### src/rtl/max_heap_priority_queue_core_defines.svh
// Assertion macros for the max-heap priority queue RTL
`ifndef MAX_HEAP_PRIORITY_QUEUE_CORE_DEFINES_SVH
`define MAX_HEAP_PRIORITY_QUEUE_CORE_DEFINES_SVH

`ifndef ASSERT_OFF

// condition holds at every clock edge out of reset
`define MHPQ_ASSERT(label, cond) \
  label: assert property (@(posedge clk) disable iff (!rst_n) (cond)) \
    else $error("mhpq: invariant violated");

// antecedent implies consequent in the same cycle
`define MHPQ_ASSERT_IMPL(label, ante, cons) \
  label: assert property (@(posedge clk) disable iff (!rst_n) (ante) |-> (cons)) \
    else $error("mhpq: implication violated");

// antecedent implies consequent in the next cycle
`define MHPQ_ASSERT_NEXT(label, ante, cons) \
  label: assert property (@(posedge clk) disable iff (!rst_n) (ante) |=> (cons)) \
    else $error("mhpq: next-cycle check violated");

`else

`define MHPQ_ASSERT(label, cond)
`define MHPQ_ASSERT_IMPL(label, ante, cons)
`define MHPQ_ASSERT_NEXT(label, ante, cons)

`endif

`endif

### src/rtl/mhpq_pkg.sv
// Shared types, codes and helpers for the max-heap priority queue
`timescale 1ns / 1ps

package mhpq_pkg;

  localparam int VALUE_W     = 32;
  localparam int COUNT_OUT_W = 9;
  localparam int STATUS_W    = 2;
  localparam int OUT_BITS    = 2 * VALUE_W + COUNT_OUT_W;
  localparam int OUT_TDATA_W = ((OUT_BITS + 7) / 8) * 8;
  localparam int OUT_PAD_W   = OUT_TDATA_W - OUT_BITS;

  typedef logic signed [VALUE_W-1:0] value_t;

  typedef enum logic {
    OP_INSERT = 1'b0,
    OP_DELETE = 1'b1
  } op_t;

  typedef enum logic [STATUS_W-1:0] {
    STATUS_OK    = 2'd0,
    STATUS_EMPTY = 2'd1,
    STATUS_FULL  = 2'd2
  } status_t;

  typedef enum logic [2:0] {
    S_IDLE,
    S_FETCH,
    S_LOAD,
    S_RUN,
    S_RESULT
  } state_t;

  // token control handed from one level cell to the next
  typedef struct packed {
    logic valid;
    op_t  op;
  } tok_ctl_t;

  // index of the highest set bit (zero for zero)
  function automatic logic [4:0] msb_index(input logic [31:0] x);
    logic [4:0] idx;
    idx = '0;
    for (int i = 0; i < 32; i++) begin
      if (x[i]) begin
        idx = 5'(i);
      end
    end
    return idx;
  endfunction

endpackage

### src/rtl/mhpq_cell.sv
// One heap level: node storage for the level plus its sift step
`timescale 1ns / 1ps

module mhpq_cell #(
  parameter int NUM_LEVELS = 9,
  parameter int LEVEL      = 0
) (
  input  logic                          clk,
  input  logic                          rst_n,
  // token from the level above
  input  mhpq_pkg::tok_ctl_t            tok_in_ctl,
  input  mhpq_pkg::value_t              tok_in_val,
  input  logic [NUM_LEVELS-2:0]         tok_in_pos,
  // per-operation context broadcast by the controller
  input  logic [NUM_LEVELS-1:0]         tgt_n,
  input  logic [$clog2(NUM_LEVELS)-1:0] tgt_lvl,
  // last-entry fetch
  input  logic                          fetch_en,
  input  logic [$clog2(NUM_LEVELS)-1:0] fetch_lvl,
  input  logic [NUM_LEVELS-2:0]         fetch_pos,
  // child-pair read request from the level above
  input  logic                          par_rd_en,
  input  logic [NUM_LEVELS-2:0]         par_rd_pos,
  // child pair data from the level below
  input  mhpq_pkg::value_t              child_a,
  input  mhpq_pkg::value_t              child_b,
  // registered read data
  output mhpq_pkg::value_t              rd_a_r,
  output mhpq_pkg::value_t              rd_b_r,
  // child-pair read request to the level below
  output logic                          req_rd_en,
  output logic [NUM_LEVELS-2:0]         req_rd_pos,
  // token to the level below
  output mhpq_pkg::tok_ctl_t            tok_out_ctl,
  output mhpq_pkg::value_t              tok_out_val,
  output logic [NUM_LEVELS-2:0]         tok_out_pos,
  // node write (watched at the root to track the top)
  output logic                          wr_en,
  output mhpq_pkg::value_t              wr_val,
  output logic                          done
);

  import mhpq_pkg::*;

  localparam int PW    = NUM_LEVELS - 1;
  localparam int CW    = NUM_LEVELS;
  localparam int LVW   = $clog2(NUM_LEVELS);
  localparam int MEM_D = 1 << LEVEL;
  localparam int IW    = (LEVEL > 0) ? LEVEL : 1;
  localparam logic [IW-1:0] ADDR_MASK = IW'(MEM_D - 1);

  value_t mem [MEM_D];

  logic          busy_r;
  op_t           op_r;
  value_t        v_r;
  logic [IW-1:0] p_r;

  logic [IW-1:0] addr_a;
  logic [IW-1:0] addr_b;
  logic [PW:0]   cpos;
  logic          fetch_hit;
  logic [LVW-1:0] bidx;
  logic          nbit;
  logic          is_tgt;
  logic [CW:0]   lchild_n;
  logic          left_ok;
  logic          right_ok;
  logic          pick_right;
  value_t        pick_val;

  // read address select: own slot, child pair, or fetch
  always_comb begin
    cpos      = {par_rd_pos, 1'b0};
    fetch_hit = fetch_en && (fetch_lvl == LVW'(LEVEL));
    addr_a    = '0;
    addr_b    = '0;
    if (tok_in_ctl.valid) begin
      addr_a = tok_in_pos[IW-1:0] & ADDR_MASK;
    end else if (par_rd_en) begin
      addr_a = cpos[IW-1:0] & ADDR_MASK;
      addr_b = (cpos[IW-1:0] | IW'(1)) & ADDR_MASK;
    end else if (fetch_hit) begin
      addr_a = fetch_pos[IW-1:0] & ADDR_MASK;
    end
  end

  // child read request travels with the delete token
  assign req_rd_en  = tok_in_ctl.valid && (tok_in_ctl.op == OP_DELETE);
  assign req_rd_pos = tok_in_pos;

  // level storage
  always_ff @(posedge clk) begin
    if (wr_en) begin
      mem[p_r & ADDR_MASK] <= wr_val;
    end
    rd_a_r <= mem[addr_a];
    rd_b_r <= mem[addr_b];
  end

  // token capture
  always_ff @(posedge clk) begin
    if (!rst_n) begin
      busy_r <= 1'b0;
    end else begin
      busy_r <= tok_in_ctl.valid;
    end
  end

  always_ff @(posedge clk) begin
    if (tok_in_ctl.valid) begin
      op_r <= tok_in_ctl.op;
      v_r  <= tok_in_val;
      p_r  <= tok_in_pos[IW-1:0] & ADDR_MASK;
    end
  end

  // path and child bookkeeping
  always_comb begin
    is_tgt     = (tgt_lvl == LVW'(LEVEL));
    bidx       = tgt_lvl - LVW'(LEVEL + 1);
    nbit       = tgt_n[bidx];
    lchild_n   = ((CW+1)'(1) << (LEVEL + 1)) | (CW+1)'({p_r, 1'b0});
    left_ok    = lchild_n <= {1'b0, tgt_n};
    right_ok   = lchild_n < {1'b0, tgt_n};
    pick_right = right_ok && (child_b > child_a);
    pick_val   = pick_right ? child_b : child_a;
  end

  // sift step: insert pushes the smaller value down the path,
  // delete pulls the larger child up while it beats the moving value
  always_comb begin
    wr_en             = 1'b0;
    wr_val            = v_r;
    tok_out_ctl.valid = 1'b0;
    tok_out_ctl.op    = op_r;
    tok_out_val       = v_r;
    tok_out_pos       = '0;
    done              = 1'b0;
    if (busy_r) begin
      if (op_r == OP_INSERT) begin
        if (is_tgt) begin
          wr_en = 1'b1;
          done  = 1'b1;
        end else begin
          tok_out_ctl.valid = 1'b1;
          tok_out_pos       = PW'({p_r, nbit});
          if (v_r > rd_a_r) begin
            wr_en       = 1'b1;
            tok_out_val = rd_a_r;
          end
        end
      end else begin
        wr_en = 1'b1;
        if (left_ok && (pick_val > v_r)) begin
          wr_val            = pick_val;
          tok_out_ctl.valid = 1'b1;
          tok_out_pos       = PW'({p_r, pick_right});
        end else begin
          done = 1'b1;
        end
      end
    end
  end

endmodule

### config.mk
export PLATFORM = sky130hd
export DESIGN_NAME = mhpq_cell
export DESIGN_NICKNAME = d
export VERILOG_FILES = /design/src/rtl/max_heap_priority_queue_core_defines.svh /design/src/rtl/mhpq_pkg.sv /design/src/rtl/mhpq_cell.sv
export SDC_FILE = /design/constraint.sdc
export NUM_CORES = 1
export LEC_CHECK = 0
export BUFFER_PORTS_ARGS = -buffer_cell sky130_fd_sc_hd__buf_2
export CORE_ASPECT_RATIO = 0.6
export CORE_MARGIN = 2
export CORE_UTILIZATION = 40
export CTS_BUF_LIST = sky130_fd_sc_hd__clkbuf_4
export DETAILED_ROUTE_END_ITERATION = 8
export PLACE_DENSITY = 0.78
export SYNTH_ARGS = -nofsm -noshare
export SYNTH_HDL_FRONTEND = slang
export SYNTH_SLANG_ARGS = --single-unit
### constraint.sdc
create_clock -name clk -period 13.86 [get_ports clk]
set_input_delay 2.079 -clock clk [delete_from_list [all_inputs] [get_ports clk]]
set_output_delay 2.079 -clock clk [all_outputs]
set_load 0.05 [all_outputs]
==> qor.txt <==
Maximum fanout along the worst path: 40
Met2 wire length: 9090 µm
Total I/O pin count: 292
DR pass1 iterations: 5
Syn Area/Cell: 9.58 µm²
Die X: 176 µm
Top cells by area, synth: edfxtp_1 (27%), ha_1 (17%), dfxtp_1 (9.3%), buf_4 (6.0%), inv_1 (5.4%)
EDFF count, synth: 65
Critical path data required time: 11780 ps
Synth-to-Final Area Change: 17.3%
Yosys reg bits: 98
Initial antenna violation count: 3
Die area: 0.0189 mm²
H-tree depth: 3
Via count: 6362
Final setup TNS: 0 ps
First-pass GRT wire length: 33900 µm
Vias in the first global route: 6095
Clock buffer depth: 2
Min-Delay Path Depth: 0
Final Hold Fails: 0
Synth top area share: 0.274
Drt initial violations: 584
CP Launch Type: input port
Area share of fa/ha/maj cells after synthesis: 0.170
Status: finished clean
Main combinational cell family by area after synthesis: adder cells
Total grt overflow: 0
Share of layout cells above drive strength 1: 0.304
Slew Viols, Final: 0
Synth Flop Type: edfxtp_1
Pwr Total: 0.916 mW
Most common cell in the synthesized netlist: inv_1
Mux cell area share after synthesis: 0.0550
Routed met3 length: 2050 µm
Fillers: 1672
Hold Crit Class: flop to flop
Hold WS: 356 ps
Synth Area in Simple Gates: 0.119
Count of input and output buffers: 246
WL final: 22500 µm
Post-DP HPWL: 18100 µm
VDD IR max: 0.0610 mV
Worst-margin pin slew: 1060 ps
Initial Utilization: 0.413
Max-Cap Viols: 0
DRC Markers: 0
Worst-path clk slew: 160 ps
Final Setup Violations: 0
Clock Sinks: 98
Met1 wire length: 11200 µm
Dpl cells: 1163
Cells after Synth: 744
Leakage: 4.41 nW
Gr usage total: 0.237
Post-synthesis compound-gate area fraction: 0.153
GP Congestion: 0.894
CTS tree: yes
Worst slew margin: 0.295
ANT nets after route: 0
Die Y: 107 µm
Fraction of registers with async set/reset: 0
CTS Buf Count: 9
Critical Path AT: 8050 ps
Hold_buf cts: 0
Fmax: 0.0987 GHz
Non-filler cells, final: 1182
Synth warn: 0
Minimum clock period: 10130 ps
Unrepaired setup endpoints after global routing: false
Cts repair resizes: 0
Drt via density: 5.38
Clock latency on the worst-skew pair: 480 ps
Power per standard cell area: 110 mW/mm²
CTS Root Cell: clkbuf_4
Post-CTS Setup Bufs: 0
DR top layer: met4
Routed wire per std cell: 19.0 µm
Cell area after synthesis: 0.00712 mm²
Core Footprint: 0.0173 mm²
Tcrit/Tclk final: 0.731
Clk_skew: 19.8 ps
Largest net degree at the start of global routing: 41
Worst reg2reg path depth: 9
Dominant cell type by area after synthesis: edfxtp_1
Yosys cell types: 54
Site row count: 37
Xor and xnor area share after synthesis: 0.00246
CP Class: input port to output port
Crit path capture type: output port
Final net count: 1180
Sequential share of the synthesized area: 0.367
Commonest cells in the netlist: inv_1 (103), ha_1 (97), edfxtp_1 (65), buf_4 (57), nand2_1 (52)
-- sequential cells by signal, summed over array words and instances (netlist names) --
signal and flops:
mem 32, rd_b_r 32, v_r 32, op_r 1, busy_r 1
-- layout by cell type, fill, tap and decap left out, types with 17 or more instances in the layout --
master / n
buf_2: 246
inv_1: 103
ha_1: 97
edfxtp_1: 65
nand2_1: 52
a21oi_1: 38
o211ai_1: 38
nor2_1: 37
nand3_1: 33
a31oi_1: 33
dfxtp_1: 33
mux2i_1: 31
nand4_1: 21
a21o_1: 17
-- critical path, stage by stage --
cell and delay, ps:
buf_2 90, inv_1 50, ha_1 420, nand4_2 200
nor4_1 800, a21oi_2 490, nand2_1 180, a31o_2 720
nand3_1 220, nand2_1 150, ha_1 170, nand4_1 200
or4_1 560, o41ai_1 400, a211o_1 240, a211oi_4 60
buf_4 290, a31oi_1 360, buf_2 340
-- cell type report --
class / instances / area [µm²] / area share
repair buffers: 254 / 1290 / 0.154
clock inverters: 6 / 66.3 / 0.00793
clock buffers: 10 / 75.1 / 0.00898
flip-flops and latches: 98 / 2610 / 0.313
inverters: 103 / 387 / 0.0463
well taps: 234 / 293 / 0.0350
diodes: 3 / 7.51 / 0.000898
multi-input cells: 474 / 3630 / 0.434
-- metal layers --
layer	up-vias	GRT usage
met5	-	0
met4	0	0.0401
met3	21	0.0547
met2	323	0.346
met1	2980	0.356
li1	3038	-
-- stage by stage --
stage                util  area [µm²]  worst slack (ps)
floorplan               -        7150              4960
global placement    0.475        8210              3770
detailed placement  0.475        8210              3730
CTS                 0.484        8350              3700
global route        0.484        8350              3240
finish              0.484        8360              3730
-- power breakdown --
part           total, mW  leakage, nW  internal, mW  switching (mW)
clock              0.165       0.0707        0.0575           0.107
combinational      0.401         3.44         0.114           0.288
sequential         0.350        0.898         0.337          0.0136
-- final timing paths --
kind | from | end | slack, ps
setup / recovery | child_a[31] | wr_val[3] | 3730
hold reg to reg | mem[0][21] | rd_b_r[21] | 360
setup reg to reg | v_r[23] | mem[0][0] | 10250
hold / removal | mem[0][21] | rd_b_r[21] | 360
-- cells by family after synthesis --
family | after synthesis
other | 1
AOI/OAI and AO/OA | 159
muxes | 36
and+or+nand+nor | 173
adders and majority gates | 97
xor gates and xnor gates | 2
buffers and inverters | 178
DFF | 98
(Power assumes the default switching activity.)
